## src/rtl/bbf_queue.sv

```systemverilog
// ----------------------------------------------------------------------------
// bbf_queue
// two-entry queue between the hash front and the probe engine
// ----------------------------------------------------------------------------
module bbf_queue #(
   parameter int WIDTH = 32
) (
   input  logic             clock,
   input  logic             reset,
   input  logic             push_valid,
   input  logic [WIDTH-1:0] push_data,
   output logic             full,
   input  logic             pop,
   output logic [WIDTH-1:0] pop_data,
   output logic             empty
);
   logic [WIDTH-1:0] entry_ff [2];
   logic             wr_ptr_ff, wr_ptr_in;
   logic             rd_ptr_ff, rd_ptr_in;
   logic [1:0]       count_ff, count_in;
   logic             do_push, do_pop;

   assign full     = (count_ff == 2'd2);
   assign empty    = (count_ff == 2'd0);
   assign do_push  = push_valid && !full;
   assign do_pop   = pop && !empty;
   assign pop_data = entry_ff[rd_ptr_ff];

   // pointer and fill count
   always_comb begin
      wr_ptr_in = do_push ? ~wr_ptr_ff : wr_ptr_ff;
      rd_ptr_in = do_pop ? ~rd_ptr_ff : rd_ptr_ff;
      count_in  = count_ff;
      if (do_push && !do_pop) begin
         count_in = count_ff + 2'd1;
      end else if (do_pop && !do_push) begin
         count_in = count_ff - 2'd1;
      end
   end

   always_ff @(posedge clock) begin
      if (reset) begin
         wr_ptr_ff <= 1'b0;
         rd_ptr_ff <= 1'b0;
         count_ff  <= 2'd0;
      end else begin
         wr_ptr_ff <= wr_ptr_in;
         rd_ptr_ff <= rd_ptr_in;
         count_ff  <= count_in;
      end
   end

   // entry storage
   always_ff @(posedge clock) begin
      if (do_push) begin
         entry_ff[wr_ptr_ff] <= push_data;
      end
   end
endmodule

```

## config.mk

```make
export PLATFORM = sky130hd
export DESIGN_NAME = bbf_queue
export DESIGN_NICKNAME = d
export VERILOG_FILES = /design/src/rtl/bbf_queue.sv
export SDC_FILE = /design/constraint.sdc
export NUM_CORES = 1
export LEC_CHECK = 0
export BUFFER_PORTS_ARGS = -buffer_cell sky130_fd_sc_hd__buf_2
export CORE_AREA = 4 4 81 91
export DETAILED_ROUTE_END_ITERATION = 7
export DIE_AREA = 0 0 85 95
export PLACE_DENSITY = 0.69
export REMOVE_ABC_BUFFERS = 1
export SLEW_MARGIN = 20
export SYNTH_ARGS = -nofsm -noshare
export SYNTH_HDL_FRONTEND = slang
export SYNTH_SLANG_ARGS = --single-unit
```

## constraint.sdc

```tcl
create_clock -name clock -period 2.8 [get_ports clock]
set_input_delay 0.42 -clock clock [delete_from_list [all_inputs] [get_ports clock]]
set_output_delay 0.42 -clock clock [all_outputs]
set_load 0.005 [all_outputs]
```

* Yosys cells after proc, flatten, opt, wreduce, memory -nomap -nowiden
Memories as Yosys holds them, arrays and structs flattened. A register that Yosys moved wholly into a read port is not among the register bits.
Cells that the tools add are included.
** Storage, ports and cells
- Flip-flop bits (word level) :: 4
- Bits in writable memories :: 64
- Input port bits :: 36
- Output and inout port bits :: 34
- Word-level logic and storage cells :: 25
- Memories :: 1
** Memories
- entry_ff :: depth 2, width 32, read ports 1, clocked after memory_dff 1, write ports 1, line 17 : logic [WIDTH-1:0] entry_ff [2];
** Cells by class
- $add $sub $neg :: 2
- Eq/ne operators :: 1
- Mux-type cells :: 6
- Bitwise gates (word level) :: 2
- Reductions and logical operators :: 10
** Operator list (number)
- $logic_and A1 B1 Y1 :: 4
- $logic_not A1 Y1 :: 4
- $mux W1 :: 4
- $mux W2 :: 2
- $add A2 B1 Y2 const B :: 1
- $eq A2 B2 Y1 const B :: 1
- $logic_not A2 Y1 :: 1
- $not A1 Y1 :: 2
- $reduce_bool A2 Y1 :: 1
- $sub A2 B1 Y2 const B :: 1

* Depth between registers and ports, before layout
Gate-level depths: netlist of the first run.
- Depth in word-level cells :: 7
- Depth in mapped cells :: 6
- Mapped depth without buffers :: 6

* Worst setup path after synthesis of the first run
OpenSTA, ideal clock, no wires.
- Kind :: in2reg
- From :: input port push_valid
- To :: memory entry_ff[0][0] (enable)
- Setup time :: 0.387 ns
- Data arrival time :: 1.460 ns
- Required time :: 2.413 ns
- Slack :: 0.954 ns
- Stages on the path :: 3
- Buffers on the path :: 0
- Cell sequence :: inv_1 or3_1 inv_1
** Between the ends
- Word-level cells in the longest chain between the ends :: 3
** Ends and longest elaborated chain
- start: declaration :: line 10 : input logic push_valid,
- $logic_and A1 B1 Y1 :: line 25 : assign do_push = push_valid && !full;
- $mux W1 :: line 55 : if (do_push) begin
- $mux W1 (implied by the code) :: line 56 : entry_ff[wr_ptr_ff] <= push_data;
- end: declaration :: line 17
Every way passes these cells.

==> results of run 1 <==
==> cell type report <==
| type | instances | share of cell area (%) |
|---|---|---|
| clock inverter | 6 | 1.741 |
| tap | 82 | 3.245 |
| multi-input combinational | 50 | 14.88 |
| clock buffer | 9 | 3.918 |
| inverter | 2 | 0.2374 |
| sequential | 69 | 63.95 |
| timing repair buffer | 72 | 12.03 |
==> metal layers <==
| layer | track usage [%] | up-vias | wire, um |
|---|---|---|---|
| li1 | - | 637 | - |
| met1 | 12.99 | 643 | 1814 |
| met2 | 17.29 | 51 | 2066 |
| met3 | 5.236 | 8 | 405 |
| met4 | 4.749 | 2 | 59 |
| met5 | 0 | - | 9 |
==> sequential cells by signal, indices dropped and copies added (netlist names), named ones only <==
register	flops
entry_ff	64
count_ff	2
rd_ptr_ff	1
wr_ptr_ff	1
==> where the power goes <==
part           switching (mW)  total, mW  internal, mW  leakage, nW
clock network           0.329      0.725         0.397       0.0899
registers              0.0622       1.36          1.30        0.639
logic                   0.300      0.643         0.343        0.467
==> cells by family after synthesis <==
family,count (synthesis),share of synthesized area [%]
mux,32,14.26
buf+inv,6,1.337
flops,69,80.04
fa+ha+maj,1,0.4952
compound gates,5,0.9904
simple gates,9,1.833
xor+xnor,3,1.040
==> cell usage after synthesis <==
cell type / count / area share (%)
edfxtp_1: 64 / 76
mux2_2: 30 / 13
dfxtp_1: 5 / 4.0
nor2_1: 5 / 0.74
buf_4: 3 / 0.89
o21ai_0: 3 / 0.59
xor2_1: 3 / 1.0
a21oi_1: 2 / 0.40
inv_1: 2 / 0.30
mux2_1: 2 / 0.89
or3_1: 2 / 0.50
and2_1: 1 / 0.25
clkbuf_1: 1 / 0.15
ha_1: 1 / 0.50
nor2b_2: 1 / 0.35
==> worst max-delay path by stage <==
stage	end	cells after the start
6_report	pop_data[30]	3
5_1_grt	pop_data[8]	3
4_1_cts	pop_data[28]	3
3_5_place_dp	pop_data[28]	3
3_3_place_gp	pop_data[2]	3
2_1_floorplan	entry_ff[0][0]	3
==> worst reg2reg max path, stage by stage (launching register included) <==
cell and delay [ns]:
dfxtp_1 0.43, nor2b_2 0.08, or3_1 0.33, inv_1 0.06, buf_4 0.39
==> metrics.yaml, run 1 <==
setup_path:
  path_cells: "buf_12 -> mux2_1 -> buf_2"
  reg2reg_depth: 4
  critical_path.top_delay_family: "flip-flops"
  timing.rr.start: "count_ff[0]"
  critPathSlowestCell: "dfxtp_1"
  max_stage_delay_ns: 0.60
  crit_required_ns: 2.38
  critPathCaptureType: "output pin"
  r2r-end: "entry_ff[0][18]"
  cp_num_buf_inv: 2
  path_max_fanout: 24
  criticalPathCategory: "reg -> out"
  startpoint_type: "register"
  cp.arrival_ns: 1.67
  r2r_slack_ns: 1.14
placement:
  placed_area_um2: 2983
  gp_congestion: 0.6944
  place_ws_ns: 1.023
  dp_cells: 275
  dp_hpwl_um: 2900
  numPortBuffers: 69
timing:
  relSlewSlack_pct: 69.63
  fin_worst_skew_ns: 0.007456
  hold_viol: 0
  tns_ns: 0
  fin_ws_ns: 0.7132
  setup_viol: 0
  fin_crit_ns: 2.087
  max_slew.worst_pin.slew_ns: 0.4549
  fin_crit_sh_pct: 74.53
  fin_hold_ws_ns: 0.2815
  slew_viol_final: 0
  rsz0062_at_grt: "no"
  max_freq_mhz: 479.2
grt:
  grt_pass1_vias: 1364
  grt_pass1_wl_um: 6596
  grt_overflow: 0
  antenna_found_initial: 1
  grt_use_total_pct: 11.03
  grt_max_degree: 33
floorplan:
  rows: 31
  fp.dieW_um: 85
  core-area_um2: 6477
  fp.dieH_um: 95
  start_util_pct: 39.00
  fp.dieArea_um2: 8075
  pin_count: 70
final_layout:
  final_util_pct: 48.81
  final_common_cell: "buf_2"
  seqCellArea_um2: 2022
  layout_common_cells: "buf_2 (69), edfxtp_1 (64), mux2_2 (30)"
  nets: 241
  antenna_cells: 0
  nFillCells: 565
  multi_input_area_um2: 470.5
  final_cell_area_um2: 3162
  drive_gt1_share_pct: 55.77
  fin_cells: 290
  syn_to_final_growth_pct: 25.16
cts:
  post-cts-setup-buffer-count: 0
  clock_sinks: 69
  h-tree-depth: 3
  clockRootBuffer: "clkbuf_8"
  cts-resized-gates: 0
  clockBufferDepth: 2
  cts.clk_slew.worst_paths_ns: 0.07
  ctsHoldBuffers: 0
  tritoncts: "done"
  cts_buffers: 9
  clock_latency_ns: 0.33
min_path:
  hold_end: "entry_ff[1][4]"
  hp-start: "push_data[4]"
  holdPathStages: 1
  hp-class: "in -> reg"
detailed_routing:
  drcViolationCount: 0
  routed_via_density: 4.624
  final_antenna_net_count: 0
  routed_wl_um: 4355
  vias: 1341
  drtIter0Drc: 51
  wl_per_cell_um: 15.02
  dr.pass1.iters: 4
power:
  leakage_nw: 1.196
  ir_drop_v: 0.0004294
  p_per_area_nw_per_um2: 863.3
  total_power_mw: 2.729
synthesis:
  synth_area_per_cell_um2: 20.21
  seq_area_frac_synth_pct: 80.04
  yosys_warnings: 0
  synthCells: 125
  ys_seq_elements: 69
  synth_area_um2: 2526
  ys_types: 15
run:
  cap_violations: 0
outcome:
  status: "finished clean"
(Power assumes the default switching activity.)
==> run 2, diff against run 1 <==
- ABC_AREA: default -> 1
- CORE_AREA: 4 4 81 91 -> 4 4 84 94
- DIE_AREA: 0 0 85 95 -> 0 0 88 98
- PLACE_DENSITY: 0.69 -> 0.7
- clock period: 2.8 -> 1.75 ns (I/O delays scaled with it)
==> run 2 against run 1 <==
  * Critical path depth is the same
  * Clock power grew 70%
  * Cell count up 5.9%
  * Flip-flop and latch count stayed put
  * First-iteration DRC count grew 37%
  * Clock skew up 0.0053 ns
  * Highest routed layer is now met4
  * Via count is 3.1% higher
  * Worst hold slack got worse by 0.17 ns
  * Synthesized cell count is 9.6% higher
==> metrics.yaml, run 2 <==
outcome:
  status: "finished clean"
timing:
  fin_hold_ws_ns: 0.1118
  slew_viol_final: 0
  rsz0062_at_grt: "no"
  hold_viol: 0
  max_freq_mhz: 610.6
  fin_crit_ns: 1.638
  setup_viol: 0
  tns_ns: 0
  fin_ws_ns: 0.1123
  max_slew.worst_pin.slew_ns: 0.3337
  fin_worst_skew_ns: 0.01274
  relSlewSlack_pct: 77.75
  fin_crit_sh_pct: 93.58
cts:
  cts_buffers: 9
  cts.clk_slew.worst_paths_ns: 0.08
  clock_latency_ns: 0.33
  clockBufferDepth: 2
  clockRootBuffer: "clkbuf_8"
  post-cts-setup-buffer-count: 0
  ctsHoldBuffers: 0
  cts-resized-gates: 0
  clock_sinks: 69
  tritoncts: "done"
  h-tree-depth: 3
floorplan:
  fp.dieH_um: 98
  rows: 32
  start_util_pct: 39.25
  pin_count: 70
  fp.dieArea_um2: 8624
  core-area_um2: 6927
  fp.dieW_um: 88
power:
  p_per_area_nw_per_um2: 1365
  total_power_mw: 4.631
  p_sw_share_pct: 26.31
  power.switching_mw: 1.218
  ir_drop_v: 0.0008080
  leakage_nw: 1.350
  power_frac_comb_pct: 26.3
  internal_power_mw: 3.413
  p_clk_share_pct: 26.6
  seqPwrFrac_pct: 47.1
synthesis:
  synthTopCellsByCount: "edfxtp_1 (64), mux2_4 (30), nor2_1 (9), inv_1 (6), dfxtp_1 (5)"
  synth_flop_cell: "edfxtp_1"
  synth.most_common_cell: "edfxtp_1"
  yosys-top-cells-area: "edfxtp_1 (71%), mux2_4 (17%), dfxtp_1 (3.7%)"
  ys_seq_elements: 69
  synth_enable_flop_cells: 64
  synth_area_um2: 2719
  synth_area_per_cell_um2: 19.85
  yosys_warnings: 0
  ys_types: 18
  async_flop_share_pct: 0
  yosysTopAreaCell: "edfxtp_1"
  yosysTopAreaCellShare_pct: 70.69
  seq_area_frac_synth_pct: 74.37
  synthCells: 137
detailed_routing:
  drtIter0Drc: 70
  vias: 1383
  routed_wl_um: 4564
  drcViolationCount: 0
  dr.pass1.iters: 4
  routed_via_density: 4.505
  final_antenna_net_count: 0
  wl_per_cell_um: 14.87
placement:
  dp_hpwl_um: 2965
  numPortBuffers: 69
  placed_area_um2: 3176
  gp_congestion: 0.6437
  place_ws_ns: 0.1845
  dp_cells: 290
final_layout:
  antenna_cells: 0
  layout_common_cells: "buf_2 (69), edfxtp_1 (64), mux2_4 (30)"
  final_util_pct: 48.97
  largest-register: "entry_ff"
  reg.largest.list: "entry_ff (64), count_ff (2)"
  largest_reg_flops: 64
  fin_cells: 307
  final_cell_area_um2: 3392
  final_common_cell: "buf_2"
  syn_to_final_growth_pct: 24.76
  nFillCells: 608
  drive_gt1_share_pct: 58.11
  nets: 254
grt:
  grt_use_total_pct: 10.97
  grt_pass1_vias: 1444
  grt_pass1_wl_um: 6927
  grt_max_degree: 33
  antenna_found_initial: 0
  grt_overflow: 0
setup_path:
  path_cells: "clkbuf_16 -> mux2_4 -> buf_2"
  criticalPathCategory: "reg -> out"
  reg2reg_depth: 8
  max_stage_delay_ns: 0.38
  startpoint_type: "register"
  cp.arrival_ns: 1.38
  timing.rr.start: "count_ff[1]"
  r2r_slack_ns: 0.18
  path_max_fanout: 16
  critPathCaptureType: "output pin"
  critPathSlowestCell: "dfxtp_2"
  endpoint: "pop_data[9]"
  crit_required_ns: 1.49
  r2r-end: "count_ff[1]"
run:
  cap_violations: 0
min_path:
  hp-class: "in -> reg"
-- run 2: cell count changes in the layout (fill, tap and decap cells not counted), moves of 3 or more --
cell / previous run / this run
nand2_1: 0 / 3
xor2_1: 3 / 0
mux2_4: 0 / 30
mux2_2: 30 / 2
inv_2: 0 / 3
inv_1: 2 / 6
-- run 2: kinds of logic after synthesis --
group           synth area share, %
compound gates                1.380
fa+ha+maj                    0.4601
buf+inv                       3.866
flops                         74.37
mux                           17.40
simple gates                  2.531
-- run 2: worst min path at each step --
stage                        from              end  depth (start not counted)  slack (ns)
finish              push_data[24]  entry_ff[1][24]                          1        0.11
global route        push_data[24]  entry_ff[0][24]                          1        0.09
CTS                  push_data[8]   entry_ff[1][8]                          1        0.09
detailed placement  push_data[25]  entry_ff[0][25]                          1        0.46
global placement    push_data[27]  entry_ff[1][27]                          1        0.45
floorplan            push_data[0]   entry_ff[0][0]                          0        0.36
-- run 2: metal layers --
metal	track usage (%)	part of all wire [%]	vias up
met5	0	0	-
met1	12.25	39	654
met4	6.730	1.6	0
li1	-	-	675
met2	17.81	52	46
met3	3.629	7.4	8
-- run 2: power groups by stage --
stage | Clock, mW | Combinational (mW) | Sequential [mW]
after CTS | 1.28 | 1.21 | 2.18
after detailed placement | 0 | 1.21 | 2.22
after floorplan | 0 | 0.678 | 2.28
after global routing | 1.37 | 1.33 | 2.21
final | 1.23 | 1.22 | 2.18
after global placement | 0 | 1.19 | 2.20
-- run 2: layout make-up --
cell class | instances | area, um2 | share of cell area, %
sequential | 69 | 2023 | 59.65
inverter | 9 | 33.78 | 0.9959
timing repair buffer | 73 | 430.4 | 12.69
clock inverter | 6 | 63.81 | 1.881
multi-input combinational | 55 | 606.8 | 17.89
clock buffer | 10 | 127.6 | 3.762
tap | 85 | 106.4 | 3.135
-- run 2: worst max-delay path, delay by kind of cell, from the launching register on --
kind | cells | cell delay, ns
flip-flops | 1 | 0.38
multiplexers | 1 | 0.31
buffers and inverters | 2 | 0.36
