File: src/rtl/bbf_pkg.sv
// ----------------------------------------------------------------------------
// bbf_pkg
// shared types and constants of the blocked bloom filter
// ----------------------------------------------------------------------------
package bbf_pkg;

   // item opcodes; the fourth code is unused and dropped
   typedef enum logic [1:0] {
      OP_ADD   = 2'd0,
      OP_QUERY = 2'd1,
      OP_CLEAR = 2'd2,
      OP_RSVD  = 2'd3
   } bbf_op_type;

   // configuration register indexes
   typedef enum logic [0:0] {
      CSR_BLOCK_COUNT = 1'b0,
      CSR_HASH_COUNT  = 1'b1
   } bbf_csr_type;

   typedef enum logic [1:0] {
      FR_IDLE,
      FR_MIX,
      FR_DIV,
      FR_PUSH
   } bbf_front_state_type;

   typedef enum logic [2:0] {
      BK_CLEAR,
      BK_IDLE,
      BK_READ,
      BK_CHECK,
      BK_RESULT
   } bbf_back_state_type;

   // status from the probe engine to the hash front
   typedef struct packed {
      logic init_busy;
      logic clearing;
   } bbf_status_type;

   localparam int          KEY_BYTES = 33;
   localparam logic [63:0] MIX_C1    = 64'hff51afd7ed558ccd;
   localparam logic [63:0] MIX_C2    = 64'hc4ceb9fe1a85ec53;
   localparam logic [63:0] SEED      = 64'h9e3779b97f4a7c15;
   localparam logic [63:0] MASK_A    = 64'ha5a5a5a55a5a5a5a;
   localparam logic [63:0] MASK_B    = 64'h5a5a5a5aa5a5a5a5;

   // xor-shift step of the finalizer
   function automatic logic [63:0] xor_shift(input logic [63:0] x);
      return x ^ (x >> 33);
   endfunction

endpackage

File: src/rtl/bbf_front.sv
// ----------------------------------------------------------------------------
// bbf_front
// accepts items, hashes the key with a shared 32x32 multiplier and picks the
// block with a bit-serial remainder unit
// ----------------------------------------------------------------------------
module bbf_front #(
   parameter  int MAX_BLOCKS = 64,
   parameter  int BLOCK_BITS = 16384,
   localparam int BCW        = $clog2(MAX_BLOCKS + 1),
   localparam int BLK_W      = (MAX_BLOCKS > 1) ? $clog2(MAX_BLOCKS) : 1,
   localparam int POS_W      = $clog2(BLOCK_BITS),
   localparam int ENTRY_W    = 2 + BLK_W + 2 * POS_W
) (
   input  logic                   clock,
   input  logic                   reset,
   input  logic                   req_valid,
   output logic                   req_stall,
   input  logic [1:0]             req_opcode,
   input  logic [63:0]            req_key_word0,
   input  logic [63:0]            req_key_word1,
   input  logic [63:0]            req_key_word2,
   input  logic [63:0]            req_key_word3,
   input  logic [7:0]             req_key_last_byte,
   input  logic [BCW-1:0]         blocks,
   input  bbf_pkg::bbf_status_type status,
   output logic                   push_valid,
   output logic [ENTRY_W-1:0]     push_data,
   input  logic                   queue_full
);
   import bbf_pkg::*;

   bbf_front_state_type state_ff, state_in;
   bbf_op_type          op_ff, op_in;
   logic [8*KEY_BYTES-1:0] key_ff, key_in;
   logic [5:0]  round_ff, round_in;
   logic [2:0]  step_ff, step_in;
   logic [63:0] v_ff, v_in;
   logic [63:0] acc_ff, acc_in;
   logic [63:0] h_ff, h_in;
   logic [63:0] ha_ff, ha_in;
   logic [63:0] hb_ff, hb_in;
   logic [31:0] dq_ff, dq_in;
   logic [BCW-1:0] rem_ff, rem_in;
   logic [4:0]  cnt_ff, cnt_in;

   logic [31:0] mul_a, mul_b;
   logic [63:0] prod;
   logic [63:0] mix_c;
   logic [63:0] mix_out;
   logic [5:0]  round_nxt;
   logic [7:0]  key_byte;
   logic [BCW:0] trial;
   logic        accept;

   assign req_stall = (state_ff != FR_IDLE) || status.init_busy;
   assign accept    = req_valid && !req_stall;

   // shared multiplier: three partial products per 64-bit constant multiply
   assign mix_c = step_ff[2] ? MIX_C2 : MIX_C1;
   always_comb begin
      mul_a = v_ff[31:0];
      mul_b = mix_c[31:0];
      case (step_ff[1:0])
         2'd1:    mul_a = v_ff[63:32];
         2'd2:    mul_b = mix_c[63:32];
         default: mul_a = v_ff[31:0];
      endcase
   end
   assign prod = mul_a * mul_b;

   // byte folded in at the start of the next round
   assign mix_out   = xor_shift(acc_ff);
   assign round_nxt = round_ff + 6'd1;
   assign key_byte  = key_ff[{round_nxt, 3'b000} +: 8];
   assign trial     = {rem_ff, dq_ff[31]};

   assign push_valid = (state_ff == FR_PUSH);
   assign push_data  = {op_ff, BLK_W'(rem_ff), ha_ff[POS_W-1:0], hb_ff[POS_W-1:0]};

   // next state and datapath
   always_comb begin
      state_in = state_ff;
      op_in    = op_ff;
      key_in   = key_ff;
      round_in = round_ff;
      step_in  = step_ff;
      v_in     = v_ff;
      acc_in   = acc_ff;
      h_in     = h_ff;
      ha_in    = ha_ff;
      hb_in    = hb_ff;
      dq_in    = dq_ff;
      rem_in   = rem_ff;
      cnt_in   = cnt_ff;
      unique case (state_ff)
         FR_IDLE: begin
            if (accept) begin
               op_in    = bbf_op_type'(req_opcode);
               key_in   = {req_key_last_byte, req_key_word3, req_key_word2,
                           req_key_word1, req_key_word0};
               round_in = 6'd0;
               step_in  = 3'd0;
               v_in     = xor_shift(SEED ^ {56'd0, req_key_word0[7:0]});
               case (req_opcode)
                  OP_ADD, OP_QUERY: state_in = FR_MIX;
                  OP_CLEAR:         state_in = FR_PUSH;
                  default:          state_in = FR_IDLE;
               endcase
            end
         end
         FR_MIX: begin
            step_in = step_ff + 3'd1;
            case (step_ff)
               3'd0, 3'd4: acc_in = prod;
               3'd1, 3'd2, 3'd5, 3'd6: acc_in = acc_ff + {prod[31:0], 32'd0};
               3'd3:       v_in   = mix_out;
               default: begin
                  // end of one finalizer pass
                  round_in = round_nxt;
                  if (round_ff < 6'd32) begin
                     v_in = xor_shift(mix_out ^
                            ({56'd0, key_byte} << {round_nxt[2:0], 3'b000}));
                  end else if (round_ff == 6'd32) begin
                     h_in = mix_out;
                     v_in = xor_shift(mix_out ^ MASK_A);
                  end else if (round_ff == 6'd33) begin
                     ha_in = mix_out;
                     v_in  = xor_shift(h_ff ^ MASK_B);
                  end else begin
                     hb_in    = mix_out | 64'd1;
                     dq_in    = ha_ff[63:32];
                     rem_in   = '0;
                     cnt_in   = 5'd0;
                     state_in = FR_DIV;
                  end
               end
            endcase
         end
         FR_DIV: begin
            // one quotient bit a cycle, remainder only
            dq_in  = {dq_ff[30:0], 1'b0};
            cnt_in = cnt_ff + 5'd1;
            if (trial >= {1'b0, blocks}) begin
               rem_in = BCW'(trial - {1'b0, blocks});
            end else begin
               rem_in = BCW'(trial);
            end
            if (cnt_ff == 5'd31) begin
               state_in = FR_PUSH;
            end
         end
         FR_PUSH: begin
            if (!queue_full) begin
               state_in = FR_IDLE;
            end
         end
      endcase
   end

   always_ff @(posedge clock) begin
      if (reset) begin
         state_ff <= FR_IDLE;
      end else begin
         state_ff <= state_in;
      end
   end

   always_ff @(posedge clock) begin
      op_ff    <= op_in;
      key_ff   <= key_in;
      round_ff <= round_in;
      step_ff  <= step_in;
      v_ff     <= v_in;
      acc_ff   <= acc_in;
      h_ff     <= h_in;
      ha_ff    <= ha_in;
      hb_ff    <= hb_in;
      dq_ff    <= dq_in;
      rem_ff   <= rem_in;
      cnt_ff   <= cnt_in;
   end
endmodule

File: config.mk
export PLATFORM = sky130hd
export DESIGN_NAME = bbf_front
export DESIGN_NICKNAME = d
export VERILOG_FILES = /design/src/rtl/bbf_pkg.sv /design/src/rtl/bbf_front.sv
export SDC_FILE = /design/constraint.sdc
export NUM_CORES = 2
export LEC_CHECK = 0
export ABC_CLOCK_PERIOD_IN_PS = 13450
export BUFFER_PORTS_ARGS = -buffer_cell sky130_fd_sc_hd__buf_2
export CORE_AREA = 2 2 403 405
export DETAILED_ROUTE_END_ITERATION = 16
export DIE_AREA = 0 0 405 407
export PLACE_DENSITY = 0.58
export SLEW_MARGIN = 20
export SYNTH_ARGS = -nofsm -noshare
export SYNTH_HDL_FRONTEND = slang
export SYNTH_SLANG_ARGS = --single-unit
File: constraint.sdc
create_clock -name clock -period 13.45 [get_ports clock]
set_clock_uncertainty 0.2 [all_clocks]
set_input_delay 2.0175 -clock clock [delete_from_list [all_inputs] [get_ports clock]]
set_output_delay 2.0175 -clock clock [all_outputs]
set_load 0.01 [all_outputs]
* Yosys cells after proc, flatten, opt, wreduce, memory -nomap -nowiden
Cells that the tools add are included.
Widths: inputs -> output; s select.
** Storage, ports and cells
- Word-level logic and storage cells :: 126
- Flip-flop bits (word level) :: 590
- Output and inout port bits :: 38
** Cells by class
- Multiplexer cells :: 40
- Multipliers :: 1
- Bitwise operators :: 13
- $lt $le $gt $ge :: 2
- Reduce and logical (&&, ||, !) cells :: 25
- Shift operators :: 2
- Eq/ne operators :: 25
- Add/sub/neg operators :: 5
** Operators by type and width (number)
- $pmux 64 s2 :: 3
- $xor 64x31->64 :: 5
- $shiftx 264x10->8 :: 1
- $mux 64 :: 4
- $mux 32 :: 6
- $add 64x64->64 :: 1
- $mul 32x32->64 :: 1
- $not 32->32 :: 2
- $pmux 32 s2 :: 1
- $shl 8x6->64 :: 1
- $xor 64x64->64 :: 1
- $mux 62 :: 1
- $not 3->38 :: 1
- $mux 7 :: 5
- $mux 5 :: 4
- $ne 2x2->1 const B :: 8
- $reduce_and 5->1 :: 3
- $mux 2 :: 7
- $pmux 7 s2 :: 1
- $eq 6x6->1 const B :: 2
- $mux 6 :: 2
- $pmux 6 s2 :: 1
- $pmux 5 s2 :: 1
- $eq 3x3->1 const B :: 3
- other kinds (31) :: 48

* Depth between registers and ports, before layout
- Word-level depth :: 8
- Gate-level depth with buffers :: 41
- Gate-level depth less buffers :: 37

* Worst setup path after synthesis
Ideal clock, no wire load.
- Path kind :: reg2reg
- From :: reg step_ff[0]
- To :: reg acc_ff[63], data pin
- Stages on the path, launching flop included :: 40
- Data required time :: 12982 ps
- Path buffers :: 4
- Setup slack :: 3319 ps
- Arrival :: 9663 ps
- Clock period less this slack :: 10131 ps
- Cell sequence :: edfxtp_1 > inv_1 > ha_1 > clkbuf_1 > inv_1 > clkbuf_1 > ha_1 > clkbuf_1 > clkbuf_1 > nor2_1 > fa_1 > inv_1 > fa_1 > inv_1 > fa_1 > inv_1 > fa_1 > inv_1 > (+4 left out) > fa_1 > fa_1 > ha_1 > a21oi_1 > o21ai_0 > nor3_2 > xnor2_1 > ha_1 > a21o_1 > o21a_1 > a311oi_1 > o311ai_0 > a21oi_1 > a21oi_1 > a211oi_1 > o21ai_0 > xor2_1 > mux2i_1
** Between the ends
- Longest elaborated chain between the ends :: 5
- Elaborated cells on any way between the ends :: 15
- Classes of those cells :: 1 x add/sub; 1 x mul; 7 x eq/ne; 3 x mux; 3 x reduce/logical
** RTL lines
- from (decl) :: line bbf_front.sv:36 : logic [2:0] step_ff, step_in;
- from (signal assigned) :: line bbf_front.sv:172 : step_ff <= step_in;
- $eq 2x1->1 or $eq 2x2->1 (tied branches) :: line bbf_front.sv:63 : case (step_ff[1:0])
- $mux 32 :: line bbf_front.sv:63
- $mul 32x32->64 :: line bbf_front.sv:69 : assign prod = mul_a * mul_b;
- $add 64x64->64 :: line bbf_front.sv:115 : 3'd1, 3'd2, 3'd5, 3'd6: acc_in = acc_ff + {prod[31:0], 32'd0};
- $pmux 64 s2 * :: line bbf_front.sv:113 : case (step_ff)
- to (signal assigned) :: line bbf_front.sv:174 : acc_ff <= acc_in;
- to (decl) :: line bbf_front.sv:38 : logic [63:0] acc_ff, acc_in;
Every way passes the cells marked *; elsewhere a longest branch is shown, timed or not.
A chain may end at the register's enable or synchronous reset.

* Worst setup path in the final report
- From :: reg step_ff[1]
- To :: reg acc_ff[63], data pin
Same word-level chain as after synthesis.

==> out/metrics.csv <==
stage,metric,value,unit
grt,GRT overflow,0,
yosys,Mapped Cells,4812,
final_layout,number of nets in the final layout,6589,
timing,max-slew violation total from the final report,0,
clock_network,CTS root buffer,sky130_fd_sc_hd__clkbuf_16,
critical_path,Crit-path slowest cell,sky130_fd_sc_hd__ha_2,
grt,via count of the first global-routing pass,38720,
outcome,run status,finished clean,
routing,Post-route DRC,0,
grt,pin count of the biggest net entering global routing,119,
routing,via density per instance,5.067,
critical_path,kind of end point of the critical path,register,
clock_network,clock-pin slew on the worst setup and hold paths,0.06,ns
final_layout,proportion of layout cells with a drive suffix above 1,12.62,%
final_layout,"commonest cells after routing, fill and taps aside","sky130_fd_sc_hd__inv_1, sky130_fd_sc_hd__fa_1, sky130_fd_sc_hd__edfxtp_1, sky130_fd_sc_hd__ha_1, sky130_fd_sc_hd__buf_2",
die,vertical die dimension,407,um
clock_network,maximum buffer depth of the clock tree,3,
routing,Iteration-0 DRC Markers,3595,
clock_network,CTS tree,done,
clock_network,"Setup Fix Bufs, Post-CTS",0,
die,horizontal extent of the die,405,um
critical_path,Critical Path AT,12.10,ns
timing,aggregate negative setup slack,0,ns
grt,overall global routing resource usage,21.64,%
routing,total iterations of the first detailed-routing run,7,
yosys,number of flops mapped to enable cells by yosys,570,
die,area of the core region,0.1602,mm2
yosys,warnings from Yosys,0,
die,Row Count,147,
yosys,Post-synth top flop,sky130_fd_sc_hd__edfxtp_1,
clock_network,clock latency on the worst-skew pair,0.63,ns
clock_network,hold buffer count at cts,0,
clock_network,CTS H-tree lvls,2,
critical_path,Crit Path Category,register to register,
clock_network,total number of clock tree sinks,572,
die,initial standard-cell utilization of the core,34.93,%
placed_design,number of buffers inserted by port buffering,314,
critical_path,delay of the slowest critical-path stage,0.61,ns
yosys,#FFs+latches synth,572,
timing,final setup fails,0,
timing,final cycle utilization of the critical path,88.72,%
yosys,sequential cell area fraction in the yosys report,30.66,%
routing,routed length per placed instance,24.10,um
critical_path,critical path peak fanout,19,
timing,pin slew with the least headroom to its limit,1.134,ns
yosys,post-synthesis cell type count,96,
grt,number of antenna violations at the first check in global routing,26,
routing,routed via count,37010,
critical_path,Worst Path Required,13.61,ns
timing,headroom to the max-slew limit,24.42,%
final_layout,Area growth syn-to-layout,10.44,%
timing,post-layout minimum cycle time,11.93,ns
clock_network,TritonCTS buffer count,53,
timing,final count of hold timing violations,0,
timing,fmax,0.08380,GHz
routing,detailed-route wire length,176100,um
die,die area,0.1648,mm2
placed_design,last weighted congestion value of the routability-driven placer,0.9553,
yosys,total nets after synthesis,6308,
grt,wire length of the first global-routing pass,260400,um
die,I/O pins,317,
worst_hold_path,class of the tightest hold or removal check,register to register,
routing,"antenna viol nets, final",0,
placed_design,detailed placer's ending HPWL,145200,um
critical_path,kind of start point of the critical path,register,
final_layout,Fillers,15610,
timing,setup repair after global routing missed its margin,no,
flow_run,number of max-capacitance violations reported,0,
yosys,Syn Std Cell Area,0.05596,mm2
yosys,Mean Syn Cell Area,11.63,um2
final_layout,"commonest non-fill, non-tap cell in the layout",sky130_fd_sc_hd__inv_1,
yosys,"Async S/R FF share, synth",0,%
clock_network,Resize count post-CTS,0,
==> state kept, by name, summed over array words and instances (netlist names) <==
| register | flops |
|---|---|
| acc_ff | 64 |
| round_ff | 6 |
| hb_ff | 13 |
| cnt_ff | 5 |
| state_ff | 2 |
| rem_ff | 7 |
| ha_ff | 46 |
| step_ff | 3 |
| h_ff | 64 |
| op_ff | 2 |
| key_ff | 264 |
| v_ff | 64 |
| dq_ff | 32 |
==> worst paths after layout <==
check        slack [ns]     endpoint   startpoint  depth (start not counted)
max                1.52   acc_ff[63]   step_ff[1]                         36
min                0.30  state_ff[0]  state_ff[0]                          2
max reg2reg        1.52   acc_ff[63]   step_ff[1]                         36
min reg2reg        0.30  state_ff[0]  state_ff[0]                          2
==> synthesized netlist by cell type (92+ instances only) <==
| master | count | share of area [%] |
|---|---|---|
| sky130_fd_sc_hd__edfxtp_1 | 570 | 31 |
| sky130_fd_sc_hd__clkbuf_1 | 117 | 0.78 |
| sky130_fd_sc_hd__a21oi_1 | 197 | 1.8 |
| sky130_fd_sc_hd__xnor2_1 | 117 | 1.8 |
| sky130_fd_sc_hd__nand2_1 | 275 | 1.8 |
| sky130_fd_sc_hd__nor2_1 | 297 | 2.0 |
| sky130_fd_sc_hd__ha_1 | 354 | 7.9 |
| sky130_fd_sc_hd__and2_1 | 92 | 1.0 |
| sky130_fd_sc_hd__nand2b_1 | 101 | 1.1 |
| sky130_fd_sc_hd__inv_1 | 957 | 6.4 |
| sky130_fd_sc_hd__fa_1 | 863 | 31 |
| sky130_fd_sc_hd__o21ai_0 | 102 | 0.91 |
==> critical path, delay by kind of cell, from the launching register on <==
family                   cells  cell delay [ns]
adder cells (fa/ha/maj)     11             5.52
AO/OA/AOI/OAI                9             2.54
buffers and inverters        9             1.27
XOR/XNOR                     2             0.65
multiplexers                 2             0.64
flip-flops                   1             0.43
AND/OR/NAND/NOR              3             0.38
==> routing by layer <==
metal | vias up | wire length (um) | global-route usage [%] | share of wire, %
met5 | - | 62 | 0 | 0.035
met3 | 288 | 11350 | 3.027 | 6.4
met1 | 19010 | 73930 | 29.31 | 42
met2 | 1452 | 83610 | 35.53 | 47
li1 | 16250 | - | - | -
met4 | 12 | 7138 | 7.607 | 4.1
==> per-stage QoR <==
step                      worst slack, ns  cells  instance area [um2]  util (%)  hold WS (ns)
after floorplan                     3.319   4812                55960         -        0.2518
after global placement              1.827   7198                60090     37.51        0.2836
after detailed placement            1.704   7198                60090     37.51        0.2955
after CTS                           1.636   7295                61770     38.56        0.3063
after global routing               0.9967   7302                61800     38.57        0.3378
final                               1.517   7305                61800     38.58        0.3015
==> cell families (layout without fill, tap and decap cells) <==
kind of cell               Yosys count  after routing  synth area share [%]
xor gates and xnor gates           204            204                 3.280
other                                2             12               0.01342
muxes                              149            149                 4.422
AOI/OAI and AO/OA                  600            600                 6.992
and+or+nand+nor                    927            927                 7.765
DFF                                572            572                 30.66
adders and majority gates         1217           1217                 38.79
buffers and inverters             1141           1464                 8.083
==> layout make-up <==
cell class / count / area [um2] / share of cell area, %
Clock buffer: 62 / 1381 / 2.235
Multi-Input combinational cell: 3099 / 34390 / 55.65
Timing Repair Buffer: 396 / 2187 / 3.539
Antenna cell: 10 / 25.02 / 0.04049
Clock inverter: 35 / 305.3 / 0.4940
Sequential cell: 572 / 17160 / 27.76
Tap cell: 2160 / 2703 / 4.373
Inverter: 971 / 3652 / 5.909
Power is left out: the tool's default activity adds up to more than one toggle a clock period on the data nets, which glitch-free logic cannot reach.
